<file path="config.mk">
export PLATFORM = sky130hd
export DESIGN_NAME = serial_command_frame_parser
export DESIGN_NICKNAME = d
export VERILOG_FILES = /design/src/sv/scfp_pkg.sv /design/src/sv/serial_command_frame_parser.sv /design/src/sv/scfp_cell.sv /design/src/sv/scfp_decode.sv
export SDC_FILE = /design/constraint.sdc
export NUM_CORES = 1
export LEC_CHECK = 0
export ABC_AREA = 1
export BUFFER_PORTS_ARGS = -buffer_cell sky130_fd_sc_hd__buf_2
export CAP_MARGIN = 20
export CORE_ASPECT_RATIO = 2
export CORE_MARGIN = 4
export CORE_UTILIZATION = 23
export CTS_BUF_LIST = sky130_fd_sc_hd__clkbuf_4 sky130_fd_sc_hd__clkbuf_8
export CTS_CLUSTER_DIAMETER = 120
export DETAILED_ROUTE_END_ITERATION = 8
export SYNTH_ARGS = -nofsm -noshare
export SYNTH_HDL_FRONTEND = slang
export SYNTH_HIERARCHICAL = 1
export SYNTH_SLANG_ARGS = --single-unit
</file>
<file path="constraint.sdc">
create_clock -name clock -period 2.7 [get_ports clock]
set_input_delay 0.54 -clock clock [delete_from_list [all_inputs] [get_ports clock]]
set_output_delay 0.54 -clock clock [all_outputs]
set_load 0.01 [all_outputs]
</file>
<file path="src/sv/scfp_pkg.sv">
// Shared types and constants of the serial command frame parser.
// Depends on nothing; imported by the top level, the decoder and the checker.
package scfp_pkg;

   // Header and command bytes
   localparam logic [7:0] HDR_FIRST  = 8'hA5;
   localparam logic [7:0] HDR_SECOND = 8'h5A;
   localparam logic [7:0] CMD_GAIN   = 8'h02;
   localparam logic [7:0] CMD_TARGET = 8'h03;

   // Gain selectors carried in byte 4
   localparam logic [7:0] GAIN_SEL_P = 8'h00;
   localparam logic [7:0] GAIN_SEL_I = 8'h01;
   localparam logic [7:0] GAIN_SEL_D = 8'h02;

   // Response action codes
   localparam logic [2:0] ACT_NONE   = 3'd0;
   localparam logic [2:0] ACT_TARGET = 3'd1;
   localparam logic [2:0] ACT_GAIN_P = 3'd2;
   localparam logic [2:0] ACT_GAIN_I = 3'd3;
   localparam logic [2:0] ACT_GAIN_D = 3'd4;

   // First and last frame byte read by the decoder
   localparam int VIEW_FIRST = 3;
   localparam int VIEW_LAST  = 8;

   // Frame bytes 3..8, element 0 is byte 3
   typedef logic [VIEW_LAST-VIEW_FIRST:0][7:0] view_type;

   typedef struct packed {
      logic [2:0]  action;
      logic [31:0] value;
   } result_type;

endpackage

</file>
<file path="src/sv/serial_command_frame_parser.sv">
// Top level of the serial command frame parser: header hunt, byte cell chain, response register.
// Depends on scfp_pkg, scfp_cell and scfp_decode.
//
//   channel  dir  tdata (low bit up)        tuser
//   req_     in   rx_byte[7:0]              -
//   rsp_     out  value[31:0]               action[2:0]
//
// One byte is taken per cycle while req_tready is high; a response appears the cycle after the last frame byte.
// Bytes move one cell along the chain on each accepted request, so the decoder sees
// frame bytes 3..8 from fixed cells when the last frame byte arrives.
// Synchronous reset clears the hunt state and the response valid; cells hold no reset.
// req_tready drops only while the last frame byte is due and a response is stalled.
module serial_command_frame_parser #(
   parameter int FRAME_LENGTH = 10
) (
   input  logic        clock,
   input  logic        reset,
   input  logic        req_tvalid,
   output logic        req_tready,
   input  logic [7:0]  req_tdata,   // rx_byte[7:0]
   output logic        rsp_tvalid,
   input  logic        rsp_tready,
   output logic [31:0] rsp_tdata,   // value[31:0]
   output logic [2:0]  rsp_tuser    // action[2:0]
);
   import scfp_pkg::*;

   localparam int NUM_CELLS   = FRAME_LENGTH - 4;
   localparam int COUNT_WIDTH = $clog2(FRAME_LENGTH);

   localparam logic [1:0] PH_HUNT = 2'd0;
   localparam logic [1:0] PH_HEAD = 2'd1;
   localparam logic [1:0] PH_BODY = 2'd2;

   logic [1:0]             phase_ff, phase_in;
   logic [COUNT_WIDTH-1:0] count_ff, count_in;
   logic                   rsp_valid_ff, rsp_valid_in;
   result_type             rsp_ff, rsp_in;

   logic                   accept;
   logic                   last_byte;
   logic [NUM_CELLS-1:0][7:0] cell_q;
   view_type               view;

   assign last_byte  = (phase_ff == PH_BODY) &&
                       (count_ff == COUNT_WIDTH'(FRAME_LENGTH - 1));
   assign req_tready = !(last_byte && rsp_valid_ff && !rsp_tready);
   assign accept     = req_tvalid && req_tready;

   // chain of byte cells, cell 0 takes the incoming byte
   for (genvar j = 0; j < NUM_CELLS; j++) begin : g_cell
      if (j == 0) begin : g_head
         scfp_cell u_cell (
            .clock    (clock),
            .shift    (accept),
            .data_in  (req_tdata),
            .data_out (cell_q[j])
         );
      end else begin : g_tail
         scfp_cell u_cell (
            .clock    (clock),
            .shift    (accept),
            .data_in  (cell_q[j-1]),
            .data_out (cell_q[j])
         );
      end
   end

   // map frame bytes 3..8 onto the chain; the last frame byte is still at the input
   for (genvar k = VIEW_FIRST; k <= VIEW_LAST; k++) begin : g_view
      if (k == FRAME_LENGTH - 1) begin : g_live
         assign view[k - VIEW_FIRST] = req_tdata;
      end else begin : g_held
         assign view[k - VIEW_FIRST] = cell_q[FRAME_LENGTH - 2 - k];
      end
   end

   scfp_decode u_decode (
      .view   (view),
      .result (rsp_in)
   );

   // advance the header hunt and frame count
   always_comb begin
      phase_in = phase_ff;
      count_in = count_ff;
      if (accept) begin
         unique case (phase_ff)
            PH_HEAD: begin
               if (req_tdata == HDR_SECOND) begin
                  phase_in = PH_BODY;
                  count_in = COUNT_WIDTH'(2);
               end else begin
                  phase_in = PH_HUNT;
                  count_in = '0;
               end
            end
            PH_BODY: begin
               if (last_byte) begin
                  phase_in = PH_HUNT;
                  count_in = '0;
               end else begin
                  count_in = count_ff + COUNT_WIDTH'(1);
               end
            end
            default: begin
               phase_in = PH_HUNT;
               if (req_tdata == HDR_FIRST) begin
                  phase_in = PH_HEAD;
                  count_in = COUNT_WIDTH'(1);
               end
            end
         endcase
      end
   end

   // hold the response until it is taken
   always_comb begin
      if (accept && last_byte) begin
         rsp_valid_in = 1'b1;
      end else if (rsp_tready) begin
         rsp_valid_in = 1'b0;
      end else begin
         rsp_valid_in = rsp_valid_ff;
      end
   end

   always_ff @(posedge clock) begin
      if (reset) begin
         phase_ff     <= PH_HUNT;
         count_ff     <= '0;
         rsp_valid_ff <= 1'b0;
      end else begin
         phase_ff     <= phase_in;
         count_ff     <= count_in;
         rsp_valid_ff <= rsp_valid_in;
      end
   end

   always_ff @(posedge clock) begin
      if (accept && last_byte) begin
         rsp_ff <= rsp_in;
      end
   end

   assign rsp_tvalid = rsp_valid_ff;
   assign rsp_tdata  = rsp_ff.value;
   assign rsp_tuser  = rsp_ff.action;

endmodule

</file>
<file path="src/sv/scfp_cell.sv">
// One byte cell of the frame shift chain.
// Depends on nothing; instantiated in a row by serial_command_frame_parser.
module scfp_cell (
   input  logic       clock,
   input  logic       shift,
   input  logic [7:0] data_in,
   output logic [7:0] data_out
);

   logic [7:0] byte_ff;
   logic [7:0] byte_in;

   // take the neighbour's byte on every accepted request
   assign byte_in  = shift ? data_in : byte_ff;
   assign data_out = byte_ff;

   always_ff @(posedge clock) begin
      byte_ff <= byte_in;
   end

endmodule

</file>
<file path="src/sv/scfp_decode.sv">
// Frame decoder: turns frame bytes 3..8 into an action and a value.
// Depends on scfp_pkg.
module scfp_decode (
   input  scfp_pkg::view_type   view,
   output scfp_pkg::result_type result
);
   import scfp_pkg::*;

   logic [7:0] cmd;
   logic [7:0] sel;

   assign cmd = view[3 - VIEW_FIRST];
   assign sel = view[4 - VIEW_FIRST];

   // target first, then a gain with a known selector, else nothing
   always_comb begin
      result.action = ACT_NONE;
      result.value  = 32'd0;
      priority if (cmd == CMD_TARGET) begin
         result.action = ACT_TARGET;
         result.value  = {16'd0, view[8 - VIEW_FIRST], view[7 - VIEW_FIRST]};
      end else if (cmd == CMD_GAIN && (sel == GAIN_SEL_P || sel == GAIN_SEL_I ||
                                       sel == GAIN_SEL_D)) begin
         result.action = ACT_GAIN_P + {1'b0, sel[1:0]};
         result.value  = {view[8 - VIEW_FIRST], view[7 - VIEW_FIRST],
                          view[6 - VIEW_FIRST], view[5 - VIEW_FIRST]};
      end else begin
         result.action = ACT_NONE;
      end
   end

endmodule

</file>
==> results of run 1 <==
[worst paths after layout]
| path | end | cells after the start | slack, ps |
|---|---|---|---|
| max | req_tready | 6 | 620 |
| min | phase_ff[0] | 2 | 340 |
| max reg2reg | count_ff[3] | 9 | 720 |
| min reg2reg | g_cell[4].g_tail.u_cell/data_out[1] | 0 | 450 |
[power groups by stage]
stage	clock network [W]	registers, W	logic (W)
floorplan	0	0.00162	0.0000701
global placement	0	0.00163	0.0000948
detailed placement	0	0.00163	0.0000986
CTS	0.00105	0.00160	0.0000993
global route	0.00111	0.00161	0.000114
finish	0.00101	0.00160	0.0000989
[sequential cells by signal, summed over array words and instances (netlist names)]
register and count:
g_cell.g_tail.u_cell/data_out 40, rsp_tdata 32, count_ff 4, rsp_tvalid 1, g_cell.g_head.u_cell/data_out 8, rsp_tuser 3
phase_ff 2
[cell usage after synthesis, drive strengths merged]
cell type   n
nand3       5
and3        1
inv        64
nand2      90
nor2       58
buf         5
nor3        1
dfxtp       7
ha          4
nand4       2
edfxtp     83
xor2        1
a21oi       2
o22ai       1
o21ai       1
[cell families (layout without fill, tap and decap cells)]
family	after synthesis	in the layout	share of synthesized area [%]
flops	90	90	70.2
fa+ha+maj	4	4	1.33
simple gates	157	157	20.0
buf+inv	69	132	7.60
compound gates	4	4	0.667
xor+xnor	1	1	0.233
[worst reg2reg max path, cell delays in order (launching register included)]
cell and delay (ps):
dfxtp_1 370, inv_1 60, ha_1 260, nand4_2 140, nor2_4 60, nor2_8 70, buf_4 550, nand2_4 140
a21oi_1 190, nor2_1 60
[final cells by class]
class,count,area (um2),share of cell area [%]
Clock inverter,7,98.8,2.22
Multi-Input combinational cell,166,835,18.7
Inverter,64,243,5.45
Timing Repair Buffer,52,270,6.07
Clock buffer,9,124,2.78
Tap cell,201,251,5.65
Sequential cell,90,2630,59.1
[routing by layer]
metal	wire (um)	track usage, %	vias to the layer above
met5	0	0	-
met4	167	3.63	0
met2	3740	13.9	57
met1	2770	8.79	1044
met3	285	2.56	17
li1	-	-	1133
[per-stage QoR]
| stage | hold slack, ps | setup slack (ps) |
|---|---|---|
| floorplan | 426 | 93.7 |
| global placement | 430 | 854 |
| detailed placement | 437 | 725 |
| CTS | 320 | 573 |
| global route | 325 | 484 |
| finish | 340 | 622 |
==> metrics.csv, run 1 <==
stage,metric,value,unit
routing,total wire length,6960,um
sta,fmax,481,MHz
job,max cap viols,0,
cts,# H-tree levels,3,
cts,clk_lat worst skew,360,ps
worst_hold_path,HP Start,reset,
sta,relative slew slack,54.6,%
cts,Root Buffer,clkbuf_8,
pwr,P_int,0.00213,W
critical_path,Crit Path Category,flop to primary output,
routing,post-route antenna net violation count,0,
cells_and_area,"commonest non-fill, non-tap cell in the layout",nand2_1,
pwr,Sw Share,21.4,%
yosys,syn_nets,341,
sta,fin crit share,77.0,%
yosys,post-synth top area cell,edfxtp_1,
critical_path,crit path cell chain,inv_1 > ha_1 > nand4_2 > nor2_4 > inv_1 > buf_2,
pwr,peak supply drop,209,uV
critical_path,worst reg2reg path startpoint,phase_ff[0],
pwr,pwr dens,609,nW/um2
sta,Fin. Hold Viols,0,
yosys,Syn Area/Cell,11.5,um2
floorplan,die area,18500,um2
cts,post_cts resized,0,
floorplan,chip width,98.3,um
grt,gr ovfl total,0,
status,outcome,"complete, no violations",
critical_path,Buf/Inv on CP,3,
yosys,"Seq/Total Area, Yosys",70.2,%
cts,cts hold-fix bufs,0,
floorplan,I/O Pins,49,
critical_path,endpoint class of the critical path,primary output,
cells_and_area,fraction of layout cells with a size suffix above 1,24.7,%
grt,largest net degree at the start of global routing,54,
cts,clk buf depth,2,
cells_and_area,Fillers,1689,
place,IO buf count,48,
routing,routed len/inst,11.8,um
sta,Setup Skew,16.1,ps
floorplan,Core Box Area,15900,um2
critical_path,Max stage delay on crit path,340,ps
critical_path,Critical Path Most Common Cell,inv_1,
cells_and_area,"commonest non-fill, non-tap cells in the layout","nand2_1 (85), edfxtp_1 (83), inv_1 (59)",
sta,RSZ-0062 raised after global routing,no,
yosys,synth warn,6,
floorplan,row count,65,
floorplan,Initial Utilization,23.5,%
sta,Finish-stage setup viols,0,
sta,final setup TNS,0,ps
yosys,register bit total from synthesis,90,
pwr,Leak,1.82,nW
pwr,Combinational Power Share,3.6,%
routing,vias,2251,
cells_and_area,nets,399,
critical_path,"Slowest-stage cell, CP",dfxtp_1,
pwr,Pwr Total,0.00271,W
routing,DRT Pass-1 Iters,4,
cts,CTS tree,done,
critical_path,"Arr. time, crit path",1540,ps
yosys,Mapped Area,3750,um2
place,Detailed Place HPWL,5000,um
pwr,Seq pwr share,59.0,%
sta,Final min period,2080,ps
critical_path,worst setup path startpoint,phase_ff[0],
pwr,clock share of power,37.3,%
sta,Final Slew Violations,0,
cells_and_area,Synth-to-Final Area Change,18.7,%
yosys,Cell variety after synth,25,
grt,Total GRT Usage,8.01,%
critical_path,Required @ worst endpoint,2160,ps
place,placed cell area,4230,um2
yosys,post-synth top area share,66.4,%
grt,vias in the first global route,2353,
cells_and_area,final core utilization,27.9,%
place,placed insts,573,
cts,Setup Buffers After CTS,0,
routing,1st-iter DRT viols,99,
cts,CTS Sinks,90,
yosys,top post-synthesis cells by area,"edfxtp_1 (66%), nand2_1 (8.5%), inv_1 (5.9%)",
cts,clock buffer count from CTS,9,
critical_path,Critical Path Fanout Max,4,
floorplan,Die Height,189,um
routing,post-route DRC violation count,0,
cells_and_area,post-route cell area,4450,um2
pwr,Sw Pwr,0.000581,W
critical_path,family with the most delay on the worst path,flip-flops,
worst_hold_path,Hold WC Path Type,input port to flop,
sta,Worst-Margin Slew,682,ps
routing,DR vias/cell,3.82,
critical_path,CP Launch Type,flop,
yosys,Mapped Cells,325,
cts,"CTS clk-pin slew, worst paths",100,ps
grt,first-pass GRT wire length,11600,um
grt,initial antenna violation count,0,
cells_and_area,fin cells,589,
cells_and_area,diode count,0,
place,GPL Wtd Cong,0.714,
No activity file was read; power rests on OpenSTA's default activity.
==> run 2: changes to the inputs <==
--- a/config.mk
+++ b/config.mk
@@ -5,7 +5,7 @@
 export SDC_FILE = /design/constraint.sdc
 export NUM_CORES = 1
 export LEC_CHECK = 0
-export ABC_AREA = 1
+export ABC_AREA = 0
 export BUFFER_PORTS_ARGS = -buffer_cell sky130_fd_sc_hd__buf_2
 export CAP_MARGIN = 20
 export CORE_ASPECT_RATIO = 2
==> constraint.sdc (replaced) <==
create_clock -name clock -period 1.92 [get_ports clock]
set_input_delay 0.384 -clock clock [delete_from_list [all_inputs] [get_ports clock]]
set_output_delay 0.384 -clock clock [all_outputs]
set_load 0.01 [all_outputs]
==> run 2 against run 1 <==
- non-clock buffer count is 4 higher
- flip-flop and latch count stayed put
- setup slack worse by 590 ps
- clock-buffer cell count stayed put
- clock power is 15% higher
- clock skew is 6.3 ps lower
- combinational power is 18% lower
- largest cell class unchanged
- via count is 12% lower
- final area is 5.6% lower
- critical path depth stayed put
==> metrics.csv, run 2 <==
stage,metric,value,unit
yosys,Cell variety after synth,43,
yosys,"Primary FF master, synth",edfxtp_1,
cells_and_area,Fillers,1495,
routing,post-route DRC violation count,0,
sta,Worst-Margin Slew,369,ps
cts,CTS Sinks,90,
floorplan,chip width,95.3,um
cells_and_area,"commonest non-fill, non-tap cell in the layout",edfxtp_1,
cts,Root Buffer,clkbuf_8,
floorplan,I/O Pins,49,
floorplan,Die Height,183,um
place,GPL Wtd Cong,0.759,
cts,clock buffer count from CTS,9,
floorplan,row count,63,
critical_path,"Arr. time, crit path",2160,ps
cells_and_area,max reg flops,40,
routing,DR vias/cell,4.27,
floorplan,Core Box Area,14900,um2
yosys,Syn Area/Cell,16.6,um2
cells_and_area,Synth-to-Final Area Change,19.9,%
grt,Total GRT Usage,8.45,%
cells_and_area,fraction of layout cells with a size suffix above 1,30.3,%
yosys,async set-reset flop share out of synthesis,0,%
status,outcome,"complete, no violations",
grt,vias in the first global route,2108,
cts,post_cts resized,0,
pwr,pwr dens,829,nW/um2
floorplan,die area,17400,um2
critical_path,Critical Path Fanout Max,7,
cells_and_area,nets,282,
grt,gr ovfl total,0,
sta,WHS,239,ps
grt,largest net degree at the start of global routing,49,
cts,cts hold-fix bufs,0,
sta,fmax,530,MHz
yosys,post-synth top area cell,edfxtp_1,
pwr,peak supply drop,277,uV
yosys,syn_nets,227,
pwr,Pwr Total,0.00349,W
yosys,number of synthesized flops with an enable pin,83,
pwr,Leak,1.50,nW
routing,1st-iter DRT viols,136,
sta,Final min period,1890,ps
routing,DRT Pass-1 Iters,4,
critical_path,RR Endpoint,phase_ff[0],
critical_path,R2R depth,6,
yosys,synth warn,6,
yosys,Mapped Cells,211,
routing,routed len/inst,15.2,um
sta,relative slew slack,75.4,%
yosys,post-synth top area share,71.0,%
worst_hold_path,Hold WC Path Type,input port to flop,
cells_and_area,diode count,0,
critical_path,endpoint class of the critical path,flop,
routing,post-route antenna net violation count,0,
cts,# H-tree levels,3,
critical_path,CP Launch Type,flop,
cells_and_area,"commonest non-fill, non-tap cells in the layout","edfxtp_1 (83), buf_2 (48), and3_1 (19)",
yosys,"Seq/Total Area, Yosys",75.0,%
critical_path,Reg2Reg Setup Slack,30,ps
yosys,Synth top cells by count,"edfxtp_1 (83), and3_1 (19), a32o_1 (16)",
sta,fin crit share,98.2,%
cts,Setup Buffers After CTS,0,
cts,"CTS clk-pin slew, worst paths",90,ps
yosys,Mapped Area,3510,um2
sta,Finish-stage setup viols,0,
cts,clk buf depth,2,
critical_path,worst setup path startpoint,count_ff[1],
place,Detailed Place HPWL,5010,um
routing,total wire length,7090,um
yosys,register bit total from synthesis,90,
yosys,most frequent cell after synthesis,edfxtp_1,
critical_path,crit path capture,phase_ff[0],
sta,Setup Skew,9.79,ps
yosys,top post-synthesis cells by area,"edfxtp_1 (71%), a32o_1 (4.6%), dfxtp_1 (4.0%)",
place,IO buf count,48,
grt,initial antenna violation count,0,
grt,first-pass GRT wire length,11000,um
job,max cap viols,0,
sta,Fin. Hold Viols,0,
routing,vias,1988,
critical_path,Crit Path Category,flop to flop,
critical_path,worst reg2reg path startpoint,count_ff[1],
cts,CTS tree,done,
sta,Final Slew Violations,0,
cts,clk_lat worst skew,350,ps
critical_path,Required @ worst endpoint,2190,ps
floorplan,Initial Utilization,23.6,%
==> run 2: cell types whose count changed after synthesis, sizes merged, moves of 4 or more <==
cell,before,now
and2b,0,4
buf,5,9
and3,1,19
inv,64,8
nor2,58,4
nor2b,0,11
a32o,0,16
nand2,90,3
==> run 2: metal layers <==
layer / routed length, um / GRT usage [%]
met3: 387 / 2.23
met2: 3940 / 15.2
met5: 0 / 0
met4: 87 / 3.64
met1: 2680 / 9.00
==> run 2: cell type report <==
class	count	area [um2]	share of cell area, %
timing repair buffer	56	338	8.03
clock buffer	9	124	2.94
multi-input combinational	101	769	18.3
inverter	8	42.5	1.01
clock inverter	7	53.8	1.28
sequential	90	2640	62.6
tap	195	244	5.80
==> run 2: worst min-delay path by stage <==
stage / cells after the start / slack, ps / from / endpoint
after floorplan: 0 / 420 / g_cell[2].g_tail.u_cell/data_out[1] / g_cell[3].g_tail.u_cell/data_out[1]
after global routing: 1 / 220 / req_tdata[2] / g_cell[0].g_head.u_cell/data_out[2]
after global placement: 0 / 420 / g_cell[3].g_tail.u_cell/data_out[1] / g_cell[4].g_tail.u_cell/data_out[1]
after CTS: 1 / 220 / req_tdata[3] / g_cell[0].g_head.u_cell/data_out[3]
final: 1 / 240 / req_tdata[3] / g_cell[0].g_head.u_cell/data_out[3]
after detailed placement: 0 / 430 / g_cell[2].g_tail.u_cell/data_out[5] / g_cell[3].g_tail.u_cell/data_out[5]
==> run 2: stage by stage <==
step / instances / util, % / setup slack (ps) / area [um2] / setup TNS (ps)
after floorplan: 211 / - / 2.81 / 3540 / 0
after global placement: 450 / 27.0 / 180 / 4020 / 0
after detailed placement: 450 / 27.0 / 81.6 / 4020 / 0
after CTS: 466 / 28.2 / 54.5 / 4200 / 0
after global routing: 466 / 28.2 / -15.4 / 4210 / -15.4
final: 466 / 28.2 / 34.9 / 4210 / 0
==> run 2: cell families (layout without fill, tap and decap cells) <==
family	after synthesis	count (layout)	synth area share, %
flip-flops	90	90	75.0
buffers and inverters	20	80	3.60
adder cells (fa/ha/maj)	4	4	1.43
AO/OA/AOI/OAI	30	30	7.24
multiplexers	1	1	0.321
AND/OR/NAND/NOR	66	66	12.4
==> run 2: worst max-delay path: stages (launching register included) <==
cell and delay, ps:
dfxtp_2 350, inv_1 60, ha_1 190, and4b_4 220, a21bo_4 270, or4b_4 550, a21oi_2 160
==> run 2: power by group <==
part	switching, W	internal (W)	leakage, nW
Clock	0.000678	0.000481	0.0875
Combinational	0.0000479	0.0000334	0.567
Sequential	0.0000444	0.00220	0.844
==> run 3: changes to the inputs <==
--- a/config.mk
+++ b/config.mk
@@ -8,12 +8,15 @@
 export ABC_AREA = 0
 export BUFFER_PORTS_ARGS = -buffer_cell sky130_fd_sc_hd__buf_2
 export CAP_MARGIN = 20
+export CELL_PAD_IN_SITES_DETAIL_PLACEMENT = 2
+export CELL_PAD_IN_SITES_GLOBAL_PLACEMENT = 2
 export CORE_ASPECT_RATIO = 2
 export CORE_MARGIN = 4
 export CORE_UTILIZATION = 23
 export CTS_BUF_LIST = sky130_fd_sc_hd__clkbuf_4 sky130_fd_sc_hd__clkbuf_8
 export CTS_CLUSTER_DIAMETER = 120
 export DETAILED_ROUTE_END_ITERATION = 8
+export PLACE_DENSITY = 0.56
 export SYNTH_ARGS = -nofsm -noshare
 export SYNTH_HDL_FRONTEND = slang
 export SYNTH_HIERARCHICAL = 1
==> constraint.sdc (replaced) <==
create_clock -name clock -period 1.76 [get_ports clock]
set_input_delay 0.352 -clock clock [delete_from_list [all_inputs] [get_ports clock]]
set_output_delay 0.352 -clock clock [all_outputs]
set_load 0.01 [all_outputs]
==> run 3 against run 2 <==
- clock-buffer cell count is the same
- hold slack lost 22 ps
- non-clock buffer count grew 15
- sequential power grew 8.9%
- first-iteration DRC count shrank 2.2%
- setup slack gained 13 ps
- core utilization grew 1.2 points
- clock power grew 16%
- final cell count grew 3.0%
==> metrics.csv, run 3 (same netlist as run 2, synthesis figures left out) <==
stage,metric,value,unit
place,placed cell area,4110,um2
floorplan,Core Box Area,14900,um2
cells_and_area,fin cells,480,
place,dpl ws,20.2,ps
cells_and_area,Sequential cell area,2640,um2
critical_path,CP Launch Type,flop,
cts,clock buffer count from CTS,9,
critical_path,RR Endpoint,count_ff[3],
cells_and_area,Synth-to-Final Area Change,25.0,%
cts,"CTS clk-pin slew, worst paths",80,ps
sta,RSZ-0062 raised after global routing,yes,
floorplan,Die Height,183,um
grt,Total GRT Usage,10.2,%
grt,initial antenna violation count,0,
cts,CTS Sinks,90,
cts,CTS tree,done,
critical_path,Required @ worst endpoint,1410,ps
sta,relative slew slack,75.5,%
cells_and_area,Fillers,1553,
status,outcome,"complete, no violations",
sta,final setup TNS,0,ps
cts,clk_lat worst skew,350,ps
cts,clk buf depth,2,
cells_and_area,multi-input logic area,792,um2
floorplan,die area,17400,um2
cells_and_area,"commonest non-fill, non-tap cells in the layout","edfxtp_1 (83), buf_2 (47), and3_1 (19)",
cts,# H-tree levels,3,
sta,fmax,584,MHz
sta,Final min period,1710,ps
critical_path,worst setup path startpoint,count_ff[1],
cells_and_area,post-route cell area,4390,um2
cells_and_area,nets,297,
place,IO buf count,48,
critical_path,Reg2Reg Setup Slack,60,ps
routing,1st-iter DRT viols,133,
cells_and_area,max reg flops,40,
cells_and_area,"commonest non-fill, non-tap cell in the layout",edfxtp_1,
job,max cap viols,0,
pwr,pwr dens,888,nW/um2
sta,WHS,217,ps
place,GPL Wtd Cong,0.753,
routing,post-route DRC violation count,0,
floorplan,chip width,95.3,um
routing,DR vias/cell,4.28,
routing,post-route antenna net violation count,0,
routing,routed len/inst,17.4,um
cts,Root Buffer,clkbuf_8,
critical_path,"Arr. time, crit path",1360,ps
floorplan,I/O Pins,49,
place,Detailed Place HPWL,5960,um
critical_path,endpoint class of the critical path,primary output,
sta,Finish-stage setup viols,0,
sta,Worst Slack Setup Final,48.2,ps
sta,fin crit share,97.3,%
critical_path,R2R depth,7,
critical_path,Crit Path Category,flop to primary output,
pwr,Leak,1.61,nW
grt,first-pass GRT wire length,13100,um
cells_and_area,fraction of layout cells with a size suffix above 1,34.4,%
grt,largest net degree at the start of global routing,36,
place,placed insts,457,
sta,Final Slew Violations,0,
grt,vias in the first global route,2346,
floorplan,Initial Utilization,23.6,%
routing,vias,2055,
sta,Setup Skew,12.5,ps
routing,DRT Pass-1 Iters,4,
floorplan,row count,63,
worst_hold_path,Hold WC Path Type,input port to flop,
grt,gr ovfl total,0,
critical_path,crit path capture,req_tready,
sta,Worst-Margin Slew,367,ps
pwr,peak supply drop,352,uV
critical_path,Critical Path Fanout Max,2,
routing,total wire length,8340,um
sta,Fin. Hold Viols,0,
critical_path,worst reg2reg path startpoint,phase_ff[0],
cells_and_area,diode count,0,
-- run 3: worst min path at each step --
| stage | from | to | slack (ps) | depth (start not counted) |
|---|---|---|---|---|
| 2_1_floorplan | g_cell[2].g_tail.u_cell/data_out[1] | g_cell[3].g_tail.u_cell/data_out[1] | 420 | 0 |
| 3_3_place_gp | g_cell[3].g_tail.u_cell/data_out[5] | g_cell[4].g_tail.u_cell/data_out[5] | 430 | 0 |
| 3_5_place_dp | g_cell[2].g_tail.u_cell/data_out[4] | g_cell[3].g_tail.u_cell/data_out[4] | 430 | 0 |
| 4_1_cts | req_tdata[6] | g_cell[0].g_head.u_cell/data_out[6] | 190 | 1 |
| 5_1_grt | req_tdata[0] | g_cell[0].g_head.u_cell/data_out[0] | 210 | 1 |
| 6_report | req_tdata[6] | g_cell[0].g_head.u_cell/data_out[6] | 220 | 1 |
-- run 3: final cells by class --
type                            count  share of cell area [%]
Clock buffer                        9                    2.82
Sequential cell                    90                    60.2
Multi-Input combinational cell    101                    18.1
Timing Repair Buffer               71                    11.1
Inverter                            8                   0.970
Tap cell                          195                    5.56
Clock inverter                      6                    1.34
-- run 3: per-stage QoR --
step,util [%],power (W)
final,29.4,0.00389
after global routing,29.4,0.00406
after CTS,29.4,0.00395
after detailed placement,27.6,0.00260
after global placement,27.6,0.00260
after floorplan,-,0.00253
-- run 3: critical path, stage by stage (launching register included) --
cell and delay [ps]:
dfxtp_2 330, inv_2 60, ha_4 120, and4b_4 240, buf_6 110, nand2_4 40, buf_6 110
-- run 3: power breakdown --
group          switching (W)  leakage [nW]  internal [W]
combinational      0.0000589         0.670     0.0000384
sequential         0.0000465         0.846       0.00240
clock               0.000709        0.0902      0.000640
total               0.000815          1.61       0.00308
-- run 3: metal layers --
metal,part of all wire [%],global-route usage [%],wire length (um)
met1,37,10.8,3110
met2,58,19.1,4820
met3,3.0,2.19,254
met4,1.8,3.82,153
met5,0,0,0
-- run 3: repair_timing --
action / 4_1_cts / 5_1_grt
gates resized for setup: 9 / 0
buffers inserted: 7 / 1
hold buffers: 0 / 0
pin swaps: 3 / 5
setup endpoints to repair: 2 / 2
cloned: 0 / 0
hold endpoints to repair: 0 / 0
